--- config.mk ---
export PLATFORM = sky130hd
export DESIGN_NAME = custom_alphabet_base64_decoder
export DESIGN_NICKNAME = d
export VERILOG_FILES = /design/src/hw/rtl/b64d_pkg.sv /design/src/hw/rtl/b64d_decode.sv /design/src/hw/rtl/custom_alphabet_base64_decoder.sv
export SDC_FILE = /design/constraint.sdc
export NUM_CORES = 1
export LEC_CHECK = 0
export BUFFER_PORTS_ARGS = -buffer_cell sky130_fd_sc_hd__buf_2
export CORE_AREA = 2 2 105 107
export CTS_BUF_LIST = sky130_fd_sc_hd__clkbuf_8
export DETAILED_ROUTE_END_ITERATION = 10
export DIE_AREA = 0 0 107 109
export HOLD_SLACK_MARGIN = 0.15
export SETUP_SLACK_MARGIN = 0.15
export SLEW_MARGIN = 30
export SYNTH_ARGS = -nofsm -noshare
export SYNTH_HDL_FRONTEND = slang
export SYNTH_HIERARCHICAL = 1
export SYNTH_SLANG_ARGS = --single-unit
--- constraint.sdc ---
create_clock -name clk -period 5.3 [get_ports clk]
set_clock_uncertainty 0.15 [all_clocks]
set_input_delay 0.53 -clock clk [delete_from_list [all_inputs] [get_ports clk]]
set_output_delay 0.53 -clock clk [all_outputs]
set_load 0.005 [all_outputs]
--- src/hw/rtl/b64d_pkg.sv ---
// b64d_pkg: types and character constants for the custom-alphabet base64 decoder
// used by b64d_decode and custom_alphabet_base64_decoder; no dependencies
package b64d_pkg;

  localparam logic [7:0] CH_LOW_A  = 8'h61;  // 'a'
  localparam logic [7:0] CH_LOW_Z  = 8'h7a;  // 'z'
  localparam logic [7:0] CH_UP_A   = 8'h41;  // 'A'
  localparam logic [7:0] CH_UP_Z   = 8'h5a;  // 'Z'
  localparam logic [7:0] CH_DIG_0  = 8'h30;  // '0'
  localparam logic [7:0] CH_DIG_9  = 8'h39;  // '9'
  localparam logic [7:0] CH_LBRACK = 8'h5b;  // '['
  localparam logic [7:0] CH_RBRACK = 8'h5d;  // ']'

  localparam logic [5:0] VAL_UP_BASE  = 6'd26;
  localparam logic [5:0] VAL_DIG_BASE = 6'd52;
  localparam logic [5:0] VAL_LBRACK   = 6'd62;
  localparam logic [5:0] VAL_RBRACK   = 6'd63;

  localparam logic [1:0] PHASE_LAST = 2'd3;

  typedef struct packed {
    logic [7:0] data_byte;
    logic       run_last;
    logic       message_end;
    logic       bad_char;
  } result_t;

  typedef struct packed {
    logic [1:0] phase;
    logic [7:0] partial_byte;
    logic       drop_until_end;
  } dec_state_t;

  typedef struct packed {
    logic [1:0] num;   // results produced by this item, 0 to 2
    result_t    res0;
    result_t    res1;
  } dec_out_t;

endpackage

--- src/hw/rtl/b64d_decode.sv ---
// b64d_decode: per-character decode logic, symbol lookup, state update, results
// depends on b64d_pkg
module b64d_decode import b64d_pkg::*; (
  input  logic [7:0] char_code,
  input  logic       end_of_message,
  input  dec_state_t st,
  output dec_state_t st_nxt,
  output dec_out_t   dout
);

  logic [5:0] sym;
  logic       sym_ok;
  logic [7:0] byte_val;
  logic [7:0] pb_nxt;
  logic       have_byte;

  always_comb begin
    sym    = '0;
    sym_ok = 1'b1;
    case (char_code) inside
      [CH_LOW_A:CH_LOW_Z]: sym = 6'(char_code - CH_LOW_A);
      [CH_UP_A:CH_UP_Z]:   sym = 6'(char_code - CH_UP_A) + VAL_UP_BASE;
      [CH_DIG_0:CH_DIG_9]: sym = 6'(char_code - CH_DIG_0) + VAL_DIG_BASE;
      CH_LBRACK:           sym = VAL_LBRACK;
      CH_RBRACK:           sym = VAL_RBRACK;
      default:             sym_ok = 1'b0;
    endcase
  end

  always_comb begin
    byte_val  = '0;
    pb_nxt    = '0;
    have_byte = 1'b0;
    case (st.phase)
      2'd0: begin
        pb_nxt = {sym, 2'b00};
      end
      2'd1: begin
        byte_val  = st.partial_byte | {6'b0, sym[5:4]};
        pb_nxt    = {sym[3:0], 4'b0000};
        have_byte = 1'b1;
      end
      2'd2: begin
        byte_val  = st.partial_byte | {4'b0, sym[5:2]};
        pb_nxt    = {sym[1:0], 6'b000000};
        have_byte = 1'b1;
      end
      default: begin
        byte_val  = st.partial_byte | {2'b00, sym};
        have_byte = 1'b1;
      end
    endcase
  end

  always_comb begin
    st_nxt = st;
    dout   = '0;
    if (st.drop_until_end) begin
      st_nxt.drop_until_end = !end_of_message;
    end else if (!sym_ok) begin
      dout.num  = 2'd1;
      dout.res0 = '{data_byte: 8'h00, run_last: 1'b1, message_end: 1'b1, bad_char: 1'b1};
      st_nxt    = '{phase: 2'd0, partial_byte: 8'h00, drop_until_end: !end_of_message};
    end else if (!end_of_message) begin
      st_nxt.phase        = st.phase + 2'd1;
      st_nxt.partial_byte = pb_nxt;
      dout.num            = {1'b0, have_byte};
      dout.res0           = '{data_byte: byte_val, run_last: 1'b1,
                              message_end: 1'b0, bad_char: 1'b0};
    end else begin
      st_nxt = '{phase: 2'd0, partial_byte: 8'h00, drop_until_end: 1'b0};
      if (st.phase == PHASE_LAST) begin
        dout.num  = 2'd1;
        dout.res0 = '{data_byte: byte_val, run_last: 1'b1,
                      message_end: 1'b1, bad_char: 1'b0};
      end else if (have_byte) begin
        // finished byte first, then the zero-padded leftover bits
        dout.num  = 2'd2;
        dout.res0 = '{data_byte: byte_val, run_last: 1'b0,
                      message_end: 1'b0, bad_char: 1'b0};
        dout.res1 = '{data_byte: pb_nxt, run_last: 1'b1,
                      message_end: 1'b1, bad_char: 1'b0};
      end else begin
        dout.num  = 2'd1;
        dout.res0 = '{data_byte: pb_nxt, run_last: 1'b1,
                      message_end: 1'b1, bad_char: 1'b0};
      end
    end
  end

endmodule

--- src/hw/rtl/custom_alphabet_base64_decoder.sv ---
// custom_alphabet_base64_decoder: top level, input register, decoder state, result queue
// depends on b64d_pkg and b64d_decode
//
//   channel  direction  handshake           payload
//   in_      input      in_valid/in_stall   char_code[7:0], end_of_message
//   out_     output     out_valid/out_stall data_byte[7:0], run_last, message_end, bad_char
//
// one character per cycle while the queue has room; an item is decoded combinationally
// from the input register and its results sit in a four-entry queue before leaving
// an end-mark item may give two results, which drain one per cycle while out_stall is low
// the input register holds while the queue has fewer than two free entries
// synchronous active-low reset clears the decoder state and empties the queue
module custom_alphabet_base64_decoder import b64d_pkg::*; (
  input  logic       clk,
  input  logic       rst_n,
  input  logic       in_valid,
  output logic       in_stall,
  input  logic [7:0] in_char_code,
  input  logic       in_end_of_message,
  output logic       out_valid,
  input  logic       out_stall,
  output logic [7:0] out_data_byte,
  output logic       out_run_last,
  output logic       out_message_end,
  output logic       out_bad_char
);

  localparam int unsigned QDEPTH = 4;
  localparam int unsigned QAW    = $clog2(QDEPTH);

  logic             s1_valid_r;
  logic [7:0]       s1_char_r;
  logic             s1_eom_r;
  dec_state_t       st_r, st_nxt;
  dec_out_t         dout;
  result_t          q_r [QDEPTH];
  logic [QAW-1:0]   wr_ptr_r, rd_ptr_r;
  logic [QAW:0]     cnt_r;
  logic             adv;
  logic             push;
  logic             pop;
  logic             in_acc;

  b64d_decode u_dec (
    .char_code      (s1_char_r),
    .end_of_message (s1_eom_r),
    .st             (st_r),
    .st_nxt         (st_nxt),
    .dout           (dout)
  );

  // room for the worst case of two results
  assign adv      = (cnt_r <= (QAW+1)'(QDEPTH - 2));
  assign push     = s1_valid_r && adv;
  assign in_stall = s1_valid_r && !adv;
  assign in_acc   = in_valid && !in_stall;
  assign out_valid = (cnt_r != '0);
  assign pop      = out_valid && !out_stall;

  assign out_data_byte   = q_r[rd_ptr_r].data_byte;
  assign out_run_last    = q_r[rd_ptr_r].run_last;
  assign out_message_end = q_r[rd_ptr_r].message_end;
  assign out_bad_char    = q_r[rd_ptr_r].bad_char;

  always_ff @(posedge clk) begin
    if (!rst_n) begin
      s1_valid_r <= 1'b0;
      st_r       <= '0;
      wr_ptr_r   <= '0;
      rd_ptr_r   <= '0;
      cnt_r      <= '0;
    end else begin
      if (in_acc) begin
        s1_valid_r <= 1'b1;
      end else if (push) begin
        s1_valid_r <= 1'b0;
      end
      if (push) begin
        st_r     <= st_nxt;
        wr_ptr_r <= wr_ptr_r + QAW'(dout.num);
      end
      if (pop) begin
        rd_ptr_r <= rd_ptr_r + QAW'(1);
      end
      cnt_r <= cnt_r + (push ? (QAW+1)'(dout.num) : '0) - (QAW+1)'(pop);
    end
  end

  always_ff @(posedge clk) begin
    if (in_acc) begin
      s1_char_r <= in_char_code;
      s1_eom_r  <= in_end_of_message;
    end
    if (push && dout.num != 2'd0) begin
      q_r[wr_ptr_r] <= dout.res0;
    end
    if (push && dout.num == 2'd2) begin
      q_r[wr_ptr_r + QAW'(1)] <= dout.res1;
    end
  end

  a_cnt_bound: assert property (@(posedge clk) disable iff (!rst_n)
    cnt_r <= (QAW+1)'(QDEPTH))
    else $error("result queue count out of range");

  a_drop_clean: assert property (@(posedge clk) disable iff (!rst_n)
    st_r.drop_until_end |-> (st_r.phase == 2'd0 && st_r.partial_byte == 8'h00))
    else $error("decoder state not cleared while dropping");

  a_bad_result: assert property (@(posedge clk) disable iff (!rst_n)
    (out_valid && out_bad_char) |->
      (out_message_end && out_run_last && out_data_byte == 8'h00))
    else $error("error result malformed");

  a_end_last: assert property (@(posedge clk) disable iff (!rst_n)
    (out_valid && out_message_end) |-> out_run_last)
    else $error("message end without run_last");

  a_stall_full: assert property (@(posedge clk) disable iff (!rst_n)
    in_stall |-> (s1_valid_r && cnt_r > (QAW+1)'(QDEPTH - 2)))
    else $error("input stalled with queue room");

endmodule

[Word level (Yosys, flattened, before mapping)]
Memory sizes are Yosys's and may differ from the RTL's. A register that Yosys moved wholly into a read port is not among the register bits.
Index checks and enable logic that the tools add are counted.
Word-level totals
  register bits after elaboration: 28
  memory bits (writable): 44
  output and inout port bits: 13
  word-level logic and storage cells: 90
  memories: 1
Memory list
  q_r: depth 4, width 11, rd ports 1, clocked after memory_dff 1, write ports 2, RTL line custom_alphabet_base64_decoder.sv:36  | result_t q_r [QDEPTH];
Cells by class
  add/subtract/negate cells: 11
  magnitude comparators: 7
  equality and inequality tests: 6
  mux-type cells: 34
  bitwise logic cells: 4
  reduce and logical (&&, ||, !) cells: 18
Operators with widths (count)
  two-way mux 11 bit: 5
  two-way mux 13 bit: 4
  case mux 8 bit (3 select lines): 2
  two-way mux 6 bit: 5
  two-way mux 24 bit: 1
  equality test 8 x 7 -> 1 bit, second input constant: 2
  greater-or-equal comparator 8 x 7 -> 1 bit, second input constant: 2
  <= comparator 8 x 7 -> 1 bit, second input constant: 2
  two-way mux 1 bit: 13
  subtractor 6 bit, second input constant: 2
  two-way mux 10 bit: 1
  logical AND 1 bit: 9
  greater-or-equal comparator 8 x 6 -> 1 bit, second input constant: 1
  <= comparator 8 x 6 -> 1 bit, second input constant: 1
  OR 8 x 2 -> 8 bit: 1
  OR 8 x 4 -> 8 bit: 1
  OR 8 x 6 -> 8 bit: 1
  adder 2 x 1 -> 2 bit, second input constant: 3
  adder 6 x 5 -> 6 bit, second input constant: 1
  adder 6 bit, second input constant: 1
  equality test 2 bit, second input constant: 3
  two-way mux 2 bit: 3
  subtractor 6 x 1 -> 6 bit, second input constant: 1
  zero test 1 bit: 4
  10 further kinds: 11

[Longest topological paths before layout]
Gate-level depths: netlist of run 1.
  depth in word-level cells: 17
  gate-level depth with buffers: 18
  depth with buffers taken out: 17

[Hierarchy]
Netlist of run 1, hierarchy kept.
Modules (own cells, without submodules)
  custom_alphabet_base64_decoder: times used 1, cells an instance 239, area each 3424.5 um^2, sequential area each 2011.9 um^2
  b64d_decode: times used 1, cells an instance 198, area each 1286.2 um^2, sequential area each 0.0 um^2

[Worst setup path before layout of run 1]
No wires, ideal clock.
  kind: register to register
  start point: register s1_char_r[2]
  end point: memory q_r[1][0] (netlist name), enable pin
  setup time: 0.397 ns
  arrival time: 3.163 ns
  slack: 1.590 ns
  stages on the path, launching flop included: 13
  period minus slack after synthesis: 3.710 ns
  cells stage by stage: edfxtp_1 -> buf_6 -> inv_1 -> ha_1 -> nor2b_1 -> o21ai_1 -> a21o_1 -> nor2_1 -> nor2_1 -> and3_1 -> buf_4 -> nand2b_1 -> a211oi_1
RTL lines
  from (decl): RTL line custom_alphabet_base64_decoder.sv:32  | logic [7:0] s1_char_r;
  from (signal assigned): RTL line custom_alphabet_base64_decoder.sv:91  | s1_char_r <= in_char_code;
  to (decl): RTL line custom_alphabet_base64_decoder.sv:36

==> results of run 1 <==
-- per-layer routing --
layer	up-vias	global-route usage (%)	part of all wire, %
met1	1642	23.6	44
met2	100	33.5	49
met5	-	0	0
li1	1692	-	-
met4	0	4.92	1.2
met3	12	4.12	5.1
-- cell families (layout without fill, tap and decap cells) --
family / after synthesis / in the layout / share of synthesized area [%]
AO/OA/AOI/OAI: 109 / 109 / 15.0
XOR/XNOR: 3 / 3 / 0.558
adder cells (fa/ha/maj): 19 / 19 / 5.21
buffers and inverters: 47 / 65 / 4.83
flip-flops: 74 / 74 / 42.7
multiplexers: 58 / 58 / 17.2
other: 1 / 5 / 0.0796
AND/OR/NAND/NOR: 126 / 126 / 14.4
-- cell usage in the layout, fill, tap and decap left out, types with 18 or more instances in the layout --
cell type and instances:
ha_1 18, inv_1 18, a21oi_1 29, nand3_1 24
edfxtp_1 53, buf_2 25, nand2_1 24, dfxtp_1 21
mux2_2 34, o21ai_0 27
-- registers in the layout, summed over array words and instances (netlist names), named ones only --
| register | cells |
|---|---|
| q_r | 44 |
| st_r | 11 |
| s1_char_r | 8 |
| cnt_r | 3 |
| rd_ptr_r | 2 |
| wr_ptr_r | 2 |
| s1_eom_r | 1 |
| s1_valid_r | 1 |
-- power by group --
group	leakage, nW	internal [mW]	switching (mW)
Sequential	0.659	0.667	0.0602
Clock	0.0748	0.167	0.212
Combinational	1.08	0.173	0.203
-- worst paths after layout --
kind | end | depth (start not counted)
max | q_r[2][3]$_DFFE_PP_ | 11
min | s1_char_r[0]$_DFFE_PP_ | 1
max reg2reg | q_r[2][3]$_DFFE_PP_ | 11
min reg2reg | st_r[7]$_SDFFE_PN0N_ | 2
-- layout make-up --
class | instances | share of cell area (%)
Clock inverter | 7 | 0.936
Sequential cell | 74 | 39.6
Multi-Input combinational cell | 320 | 48.9
Clock buffer | 9 | 2.44
Tap cell | 140 | 3.45
Inverter | 18 | 1.33
Timing Repair Buffer | 31 | 3.35
==> impl_metrics.csv, run 1 <==
group,metric,value,unit
outcome,status,"finished clean",
synth,yosysSeqAreaShare,42.7,%
timing,period_share,86.9,%
cts,cts_tree,"yes",
synth,yosys.area.top_type_share,33.8,%
synth,synth_top_area_cell,"edfxtp_1",
timing,drv_slew,0,
setup_path,path_buf_inv,1,
global_route,antenna_found_initial,0,
final_layout,multi_input_comb_area,2490,um2
synth,synth_cells,437,
cts,cts.sinks,74,
setup_path,crit_required,5.23,ns
timing,whs,0.211,ns
routing,firstDrtPassIters,5,
cts,clock_latency,0.34,ns
cts,clkTransAtPathRegs,0.08,ns
power,p_leak,1.81,nW
synth,synthFlopType,"edfxtp_1",
setup_path,crit_family,"simple AND/OR/NAND/NOR gates",
setup_path,crit_type,"register to register",
setup_path,reg2reg_slack,0.70,ns
setup_path,critPathMaxFanout,13,
power,report.power.total,1.48,mW
cts,ctsHtreeMaxLevel,3,
synth,yosysWarnings,6,
place,place_ws,0.728,ns
synth,yosys-top-cells-area,"edfxtp_1 34%, dfxtp_1 8.9%, mux2_2 8.1%",
routing,final_antenna_net_count,0,
cts,clockRootBuffer,"clkbuf_8",
global_route,overflow,0,
cts,clock_path_buffers,2,
run,max_cap_viol_count,0,
place,placement.io_buffers,25,
timing,setup_viol,0,
timing,setup_ws,0.697,ns
routing,drt_iter0_markers,294,
timing,worst_pin_slew,0.835,ns
final_layout,nets,486,
routing,vias_per_cell,5.75,
place,place_inst,583,
setup_path,cp-startpoint,"s1_char_r[2]$_DFFE_PP_",
final_layout,nFillCells,974,
timing,fmax,0.217,GHz
timing,rsz0062_at_grt,"false",
synth,async_flop_share,0,%
timing,period_needed,4.60,ns
synth,synth-edff-count,53,
final_layout,diodes,0,
routing,dr_total_vias,3446,
setup_path,cp_data_arrival_time,4.53,ns
cts,holdBufCountCts,0,
final_layout,syn_to_final_growth,7.89,%
place,gp_congestion,0.925,
synth,synth.avg_cell_area,10.8,um2
power,peakVddDrop,113,uV
setup_path,r2r-start,"s1_char_r[2]$_DFFE_PP_",
place,dp_hpwl,7.25,mm
floorplan,die_h,109,um
global_route,first_global_vias,3369,
cts,post_cts_resize_count,0,
timing,hold_viol,0,
setup_path,critical-path-max-stage-delay,0.53,ns
final_layout,final_cells,599,
floorplan,die_x,107,um
timing,max_slew_margin,44.3,%
place,place_area,4910,um2
power,p_per_area,292,nW/um2
synth,ys_top_cells_by_count,"53 x edfxtp_1, 34 x mux2_2, 29 x a21oi_1",
routing,routed_wl,10.3,mm
worst_hold_path,hold_start,"in_char_code[0]",
floorplan,boundaryPins,26,
final_layout,seqCellArea,2010,um2
floorplan,core,10600,um2
final_layout,postLayoutCoreUtil,47.9,%
routing,drc_errors,0,
synth,syn-cell-area,4710,um2
synth,ys_ff_latch,74,
setup_path,crit_path_end_kind,"register",
final_layout,finish.instance_area,5080,um2
cts,postCtsSetupRepairBufs,0,
setup_path,slowest_stage,"edfxtp_1",
global_route,grt_max_degree,20,
routing,wl_per_cell,17.3,um
setup_path,start_kind,"register",
cts,numCtsBuffers,9,
global_route,track_usage,19.0,%
floorplan,dieArea,11700,um2
global_route,grt_pass1_wl,17.1,mm
synth,synth_cell_types,67,
floorplan,row_count,38,
synth,yosysMostFrequentCell,"edfxtp_1",
timing,finalSetupTns,0,ns
floorplan,initial_utilization,44.4,%
setup_path,crit_path_cell_trace,"inv_1 > ha_1 > nor2b_1 > o21ai_1 > a21o_1 > nor2_1 > nor2_1 > and3_1 > nor2b_1 > nand4_1 > mux2_2",
worst_hold_path,min_path_type,"primary input to register",
final_layout,drive_gt1_share,25.1,%
Note: power is estimated with default switching activity, not from simulation.
==> inputs of run 2 (changes only) <==
==> constraint.sdc (replaced) <==
create_clock -name clk -period 5.8 [get_ports clk]
set_clock_uncertainty 0.15 [all_clocks]
set_input_delay 0.58 -clock clk [delete_from_list [all_inputs] [get_ports clk]]
set_output_delay 0.58 -clock clk [all_outputs]
set_load 0.005 [all_outputs]
==> run 2 against run 1 <==
Die area stayed put. Cell count is 0.33% lower. Largest power group unchanged. Design area stayed put. Utilization stayed put. Critical path type unchanged. Worst setup slack better by 0.17 ns. Critical endpoint is now q_r[2][7]$_DFFE_PP_. Clock power is 2% higher. Non-clock buffer count is 2 lower. Highest routed layer unchanged. Maximum frequency is 6.7% lower. Register-to-register slack better by 0.17 ns. Routed wire length is 3.3% higher.
==> impl_metrics.csv, run 2 (synthesis gave the netlist of run 1 again) <==
group,metric,value,unit
outcome,status,"finished clean",
final_layout,diodes,0,
power,p_leak,1.82,nW
power,p_int,0.960,mW
cts,cts.sinks,74,
floorplan,initial_utilization,44.4,%
final_layout,final_cell_mix,"53 x edfxtp_1, 34 x mux2_2, 29 x a21oi_1",
setup_path,crit_type,"register to register",
routing,drc_errors,0,
run,max_cap_viol_count,0,
timing,setup_ws,0.865,ns
timing,worst_pin_slew,0.878,ns
cts,post_cts_resize_count,0,
setup_path,start_kind,"register",
final_layout,mostFrequentLayoutCell,"edfxtp_1",
timing,setup_viol,0,
timing,period_share,85.1,%
setup_path,crit_required,5.75,ns
cts,clock_path_buffers,2,
routing,final_antenna_net_count,0,
routing,wl_per_cell,17.9,um
global_route,grt_pass1_wl,17.8,mm
floorplan,boundaryPins,26,
cts,postCtsSetupRepairBufs,0,
final_layout,nets,484,
power,seq_power_share,47.7,%
timing,rsz0062_at_grt,"false",
timing,drv_slew,0,
timing,period_needed,4.93,ns
cts,ctsHtreeMaxLevel,3,
place,gp_congestion,0.933,
cts,cts_tree,"yes",
timing,finalSetupTns,0,ns
routing,firstDrtPassIters,5,
cts,clock_latency,0.35,ns
cts,numCtsBuffers,9,
power,p_sw,0.433,mW
setup_path,critPathMaxFanout,13,
routing,vias_per_cell,5.83,
routing,dr_total_vias,3479,
floorplan,core,10600,um2
global_route,first_global_vias,3498,
place,dp_hpwl,7.52,mm
global_route,antenna_found_initial,0,
place,placement.io_buffers,25,
timing,whs,0.248,ns
global_route,track_usage,19.8,%
power,peakVddDrop,123,uV
place,place_ws,0.969,ns
final_layout,drive_gt1_share,24.5,%
timing,hold_viol,0,
floorplan,dieArea,11700,um2
power,clockPowerShare,27.8,%
power,p_per_area,274,nW/um2
final_layout,largest_register_ffs,44,
final_layout,syn_to_final_growth,7.89,%
global_route,grt_max_degree,20,
final_layout,postLayoutCoreUtil,47.9,%
power,p_comb_share,24.5,%
cts,clockRootBuffer,"clkbuf_8",
timing,fmax,0.203,GHz
routing,drt_iter0_markers,235,
cts,holdBufCountCts,0,
routing,routed_wl,10.7,mm
timing,max_slew_margin,41.1,%
floorplan,row_count,38,
setup_path,crit_path_end_kind,"register",
final_layout,regMostFlops,"q_r",
worst_hold_path,min_path_type,"primary input to register",
floorplan,die_h,109,um
setup_path,cp_data_arrival_time,4.89,ns
final_layout,largestRegisters,"q_r (44), st_r (11), s1_char_r (8)",
global_route,overflow,0,
final_layout,nFillCells,981,
cts,clkTransAtPathRegs,0.08,ns
power,swShare,31.1,%
floorplan,die_x,107,um
==> run 2: cell count changes in the layout (fill, tap and decap cells not counted), sizes merged <==
cell and delta:
clkinvlp -3, buf -2, bufinv +1, clkinv +1, inv +1
==> run 2: worst paths after layout <==
check	start	to	slack, ns	depth (start not counted)
worst max-delay path	s1_char_r[2]$_DFFE_PP_	q_r[2][7]$_DFFE_PP_	0.87	11
worst min-delay path	in_char_code[4]	s1_char_r[4]$_DFFE_PP_	0.25	1
worst min register to register	st_r[7]$_SDFFE_PN0N_	st_r[7]$_SDFFE_PN0N_	0.36	2
worst max register to register	s1_char_r[2]$_DFFE_PP_	q_r[2][7]$_DFFE_PP_	0.87	11
==> run 2: stage by stage <==
stage | power, mW | std cells | area [um2]
3_3_place_gp | 1.01 | 581 | 4900
5_1_grt | 1.49 | 597 | 5080
6_report | 1.39 | 597 | 5080
2_1_floorplan | 0.922 | 441 | 4730
4_1_cts | 1.41 | 597 | 5080
3_5_place_dp | 1.02 | 581 | 4900
==> run 2: power groups by stage <==
stage | Combinational (mW) | Clock (mW) | Sequential [mW]
finish | 0.341 | 0.387 | 0.665
global placement | 0.336 | 0 | 0.676
CTS | 0.342 | 0.401 | 0.667
floorplan | 0.281 | 0 | 0.641
global route | 0.384 | 0.427 | 0.675
detailed placement | 0.340 | 0 | 0.679
==> run 2: routing by layer <==
metal  vias to the layer above  routed length [um]  track usage, %
li1                       1690                   -               -
met5                         -                   0               0
met2                        93                5210            32.8
met4                         0                 266            8.07
met1                      1667                4750            25.2
met3                        29                 469            4.30
==> run 2: layout make-up <==
cell class / count / area [um2] / area share [%]
clock buffer: 9 / 124 / 2.44
clock inverter: 7 / 62.6 / 1.23
inverter: 18 / 67.6 / 1.33
multi-input combinational: 320 / 2490 / 48.9
sequential: 74 / 2010 / 39.6
tap: 140 / 175 / 3.45
timing repair buffer: 29 / 155 / 3.05
==> run 2: critical path, cell delays in order (launching register included) <==
cell	delay, ns
edfxtp_1	0.57
inv_1	0.23
ha_1	0.35
nor2b_1	0.18
o21ai_1	0.39
a21o_1	0.27
nor2_1	0.10
nor2_1	0.36
and3_1	0.55
nor2b_1	0.34
nand4_1	0.66
mux2_2	0.53
==> inputs of run 3 (changes only) <==
--- a/config.mk
+++ b/config.mk
@@ -6,11 +6,14 @@
 export NUM_CORES = 1
 export LEC_CHECK = 0
 export BUFFER_PORTS_ARGS = -buffer_cell sky130_fd_sc_hd__buf_2
-export CORE_AREA = 2 2 105 107
+export CELL_PAD_IN_SITES_DETAIL_PLACEMENT = 0
+export CELL_PAD_IN_SITES_GLOBAL_PLACEMENT = 1
+export CORE_AREA = 2 2 106 108
 export CTS_BUF_LIST = sky130_fd_sc_hd__clkbuf_8
 export DETAILED_ROUTE_END_ITERATION = 10
-export DIE_AREA = 0 0 107 109
+export DIE_AREA = 0 0 108 110
 export HOLD_SLACK_MARGIN = 0.15
+export PLACE_DENSITY_LB_ADDON = 0.1
 export SETUP_SLACK_MARGIN = 0.15
 export SLEW_MARGIN = 30
 export SYNTH_ARGS = -nofsm -noshare
==> run 3 against run 2 <==
Sequential cell count unchanged. Critical path depth unchanged. Maximum frequency increased by 3.9%. Routed wire length increased by 3.9%. Utilization decreased by 0.075 points. Largest power group unchanged. Global-route usage about the same. Sequential share of layout area decreased by 0.29 points. Worst hold slack got worse by 0.010 ns. Clock power increased by 19%. Highest routed layer unchanged.
==> impl_metrics.csv, run 3 (synthesis gave the netlist of run 1 again) <==
group,metric,value,unit
setup_path,cp_data_arrival_time,4.70,ns
global_route,grt_max_degree,20,
setup_path,crit_path_end_kind,"register",
cts,clock_path_buffers,2,
timing,fmax,0.211,GHz
timing,max_slew_margin,41.0,%
power,p_leak,1.84,nW
setup_path,r2r.worst_path.cells,11,
power,p_per_area,287,nW/um2
floorplan,die_x,108,um
cts,cts_tree,"yes",
place,placement.io_buffers,25,
routing,dr_total_vias,3507,
final_layout,mostFrequentLayoutCell,"edfxtp_1",
routing,top_layer_used,"met4",
routing,drt-met1-wl,5.11,mm
final_layout,final_cell_mix,"53 x edfxtp_1, 34 x mux2_2, 29 x a21oi_1",
worst_hold_path,min_to,"s1_char_r[5]$_DFFE_PP_",
place,dp_hpwl,7.81,mm
routing,route.met2.wl,5.40,mm
final_layout,drive_gt1_share,24.9,%
power,peakVddDrop,166,uV
routing,drc_errors,0,
setup_path,r2r_end,"q_r[2][3]$_DFFE_PP_",
global_route,track_usage,19.8,%
final_layout,diodes,0,
cts,clock_latency,0.36,ns
routing,wl_per_cell,18.6,um
cts,postCtsSetupRepairBufs,0,
worst_hold_path,holdPathStages,1,
timing,hold_viol,0,
setup_path,reg2reg_slack,1.05,ns
timing,period_share,81.9,%
final_layout,nFillCells,1013,
run,max_cap_viol_count,0,
floorplan,boundaryPins,26,
global_route,grt_pass1_wl,17.9,mm
global_route,first_global_vias,3298,
routing,firstDrtPassIters,4,
setup_path,critPathMaxFanout,13,
final_layout,largest_register_ffs,44,
final_layout,multi_input_comb_area,2490,um2
setup_path,crit_required,5.75,ns
cts,numCtsBuffers,9,
floorplan,dieArea,11900,um2
timing,worst_pin_slew,0.879,ns
final_layout,largestRegisters,"q_r (44), st_r (11), s1_char_r (8)",
setup_path,crit_type,"register to register",
cts,ctsHtreeMaxLevel,3,
place,place_inst,581,
floorplan,core,10700,um2
routing,routed-wl-met3,473,um
outcome,status,"finished clean",
cts,cts.sinks,74,
global_route,overflow,0,
routing,drt_iter0_markers,224,
setup_path,start_kind,"register",
global_route,antenna_found_initial,0,
worst_hold_path,min_path_type,"primary input to register",
timing,period_needed,4.75,ns
floorplan,die_h,110,um
final_layout,regMostFlops,"q_r",
floorplan,row_count,38,
timing,drv_slew,0,
worst_hold_path,hold_start,"in_char_code[5]",
place,gp_congestion,0.888,
final_layout,syn_to_final_growth,8.69,%
final_layout,final_cells,597,
cts,clockRootBuffer,"clkbuf_8",
timing,finalSetupTns,0,ns
final_layout,seqCellArea,2010,um2
cts,holdBufCountCts,0,
final_layout,postLayoutCoreUtil,47.9,%
routing,vias_per_cell,5.87,
final_layout,nets,484,
cts,clkTransAtPathRegs,0.09,ns
setup_path,r2r-start,"s1_char_r[2]$_DFFE_PP_",
routing,routed_wl,11.1,mm
routing,final_antenna_net_count,0,
floorplan,initial_utilization,44.0,%
cts,post_cts_resize_count,0,
timing,setup_viol,0,
timing,rsz0062_at_grt,"false",
==> run 3: cell types whose count changed in the layout (fill, tap and decap cells not counted), sizes merged <==
cell | previous run | this run
clkinvlp | 2 | 0
clkinv | 3 | 4
bufinv | 1 | 2
==> run 3: per-layer routing <==
| layer | vias to the layer above | track usage (%) |
|---|---|---|
| met5 | - | 0 |
| met4 | 0 | 5.59 |
| met3 | 9 | 2.65 |
| met2 | 88 | 34.2 |
| met1 | 1717 | 26.2 |
| li1 | 1693 | - |
==> run 3: critical path, stage by stage (launching register included) <==
cell and delay, ns:
edfxtp_1 0.57, inv_1 0.23, ha_1 0.34, nor2b_1 0.17
o21ai_1 0.36, a21o_1 0.25, nor2_1 0.09, nor2_1 0.31
and3_1 0.49, nor2b_1 0.33, nand4_1 0.66, mux2_2 0.52
==> run 3: metrics by stage <==
| step | area [um2] | hold WS, ns | total power, mW | worst slack [ns] |
|---|---|---|---|---|
| global placement | 4900 | 0.332 | 1.02 | 1.15 |
| CTS | 5120 | 0.232 | 1.48 | 1.08 |
| finish | 5120 | 0.238 | 1.47 | 1.05 |
| global route | 5120 | 0.231 | 1.55 | 0.639 |
| floorplan | 4730 | 0.295 | 0.922 | 2.09 |
| detailed placement | 4900 | 0.327 | 1.03 | 1.12 |
==> run 3: final cells by class <==
type	instances	area share [%]
Clock buffer	9	2.42
Clock inverter	7	1.96
Inverter	18	1.32
Multi-Input combinational cell	320	48.6
Sequential cell	74	39.3
Tap cell	140	3.42
Timing Repair Buffer	29	3.03
==> run 3: how the worst max path moves through the flow <==
| stage | from | end | slack (ns) |
|---|---|---|---|
| detailed placement | s1_char_r[2]$_DFFE_PP_ | q_r[2][0]$_DFFE_PP_ | 1.12 |
| global route | s1_char_r[2]$_DFFE_PP_ | q_r[2][1]$_DFFE_PP_ | 0.64 |
| finish | s1_char_r[2]$_DFFE_PP_ | q_r[2][3]$_DFFE_PP_ | 1.05 |
| CTS | s1_char_r[2]$_DFFE_PP_ | q_r[3][5]$_DFFE_PP_ | 1.08 |
| global placement | s1_char_r[2]$_DFFE_PP_ | q_r[2][10]$_DFFE_PP_ | 1.15 |
| floorplan | s1_char_r[2]$_DFFE_PP_ | q_r[1][0]$_DFFE_PP_ | 2.09 |
==> run 3: where the power goes <==
group | switching (mW) | internal (mW) | total, mW
logic | 0.188 | 0.157 | 0.345
clock network | 0.215 | 0.246 | 0.461
registers | 0.0566 | 0.609 | 0.666
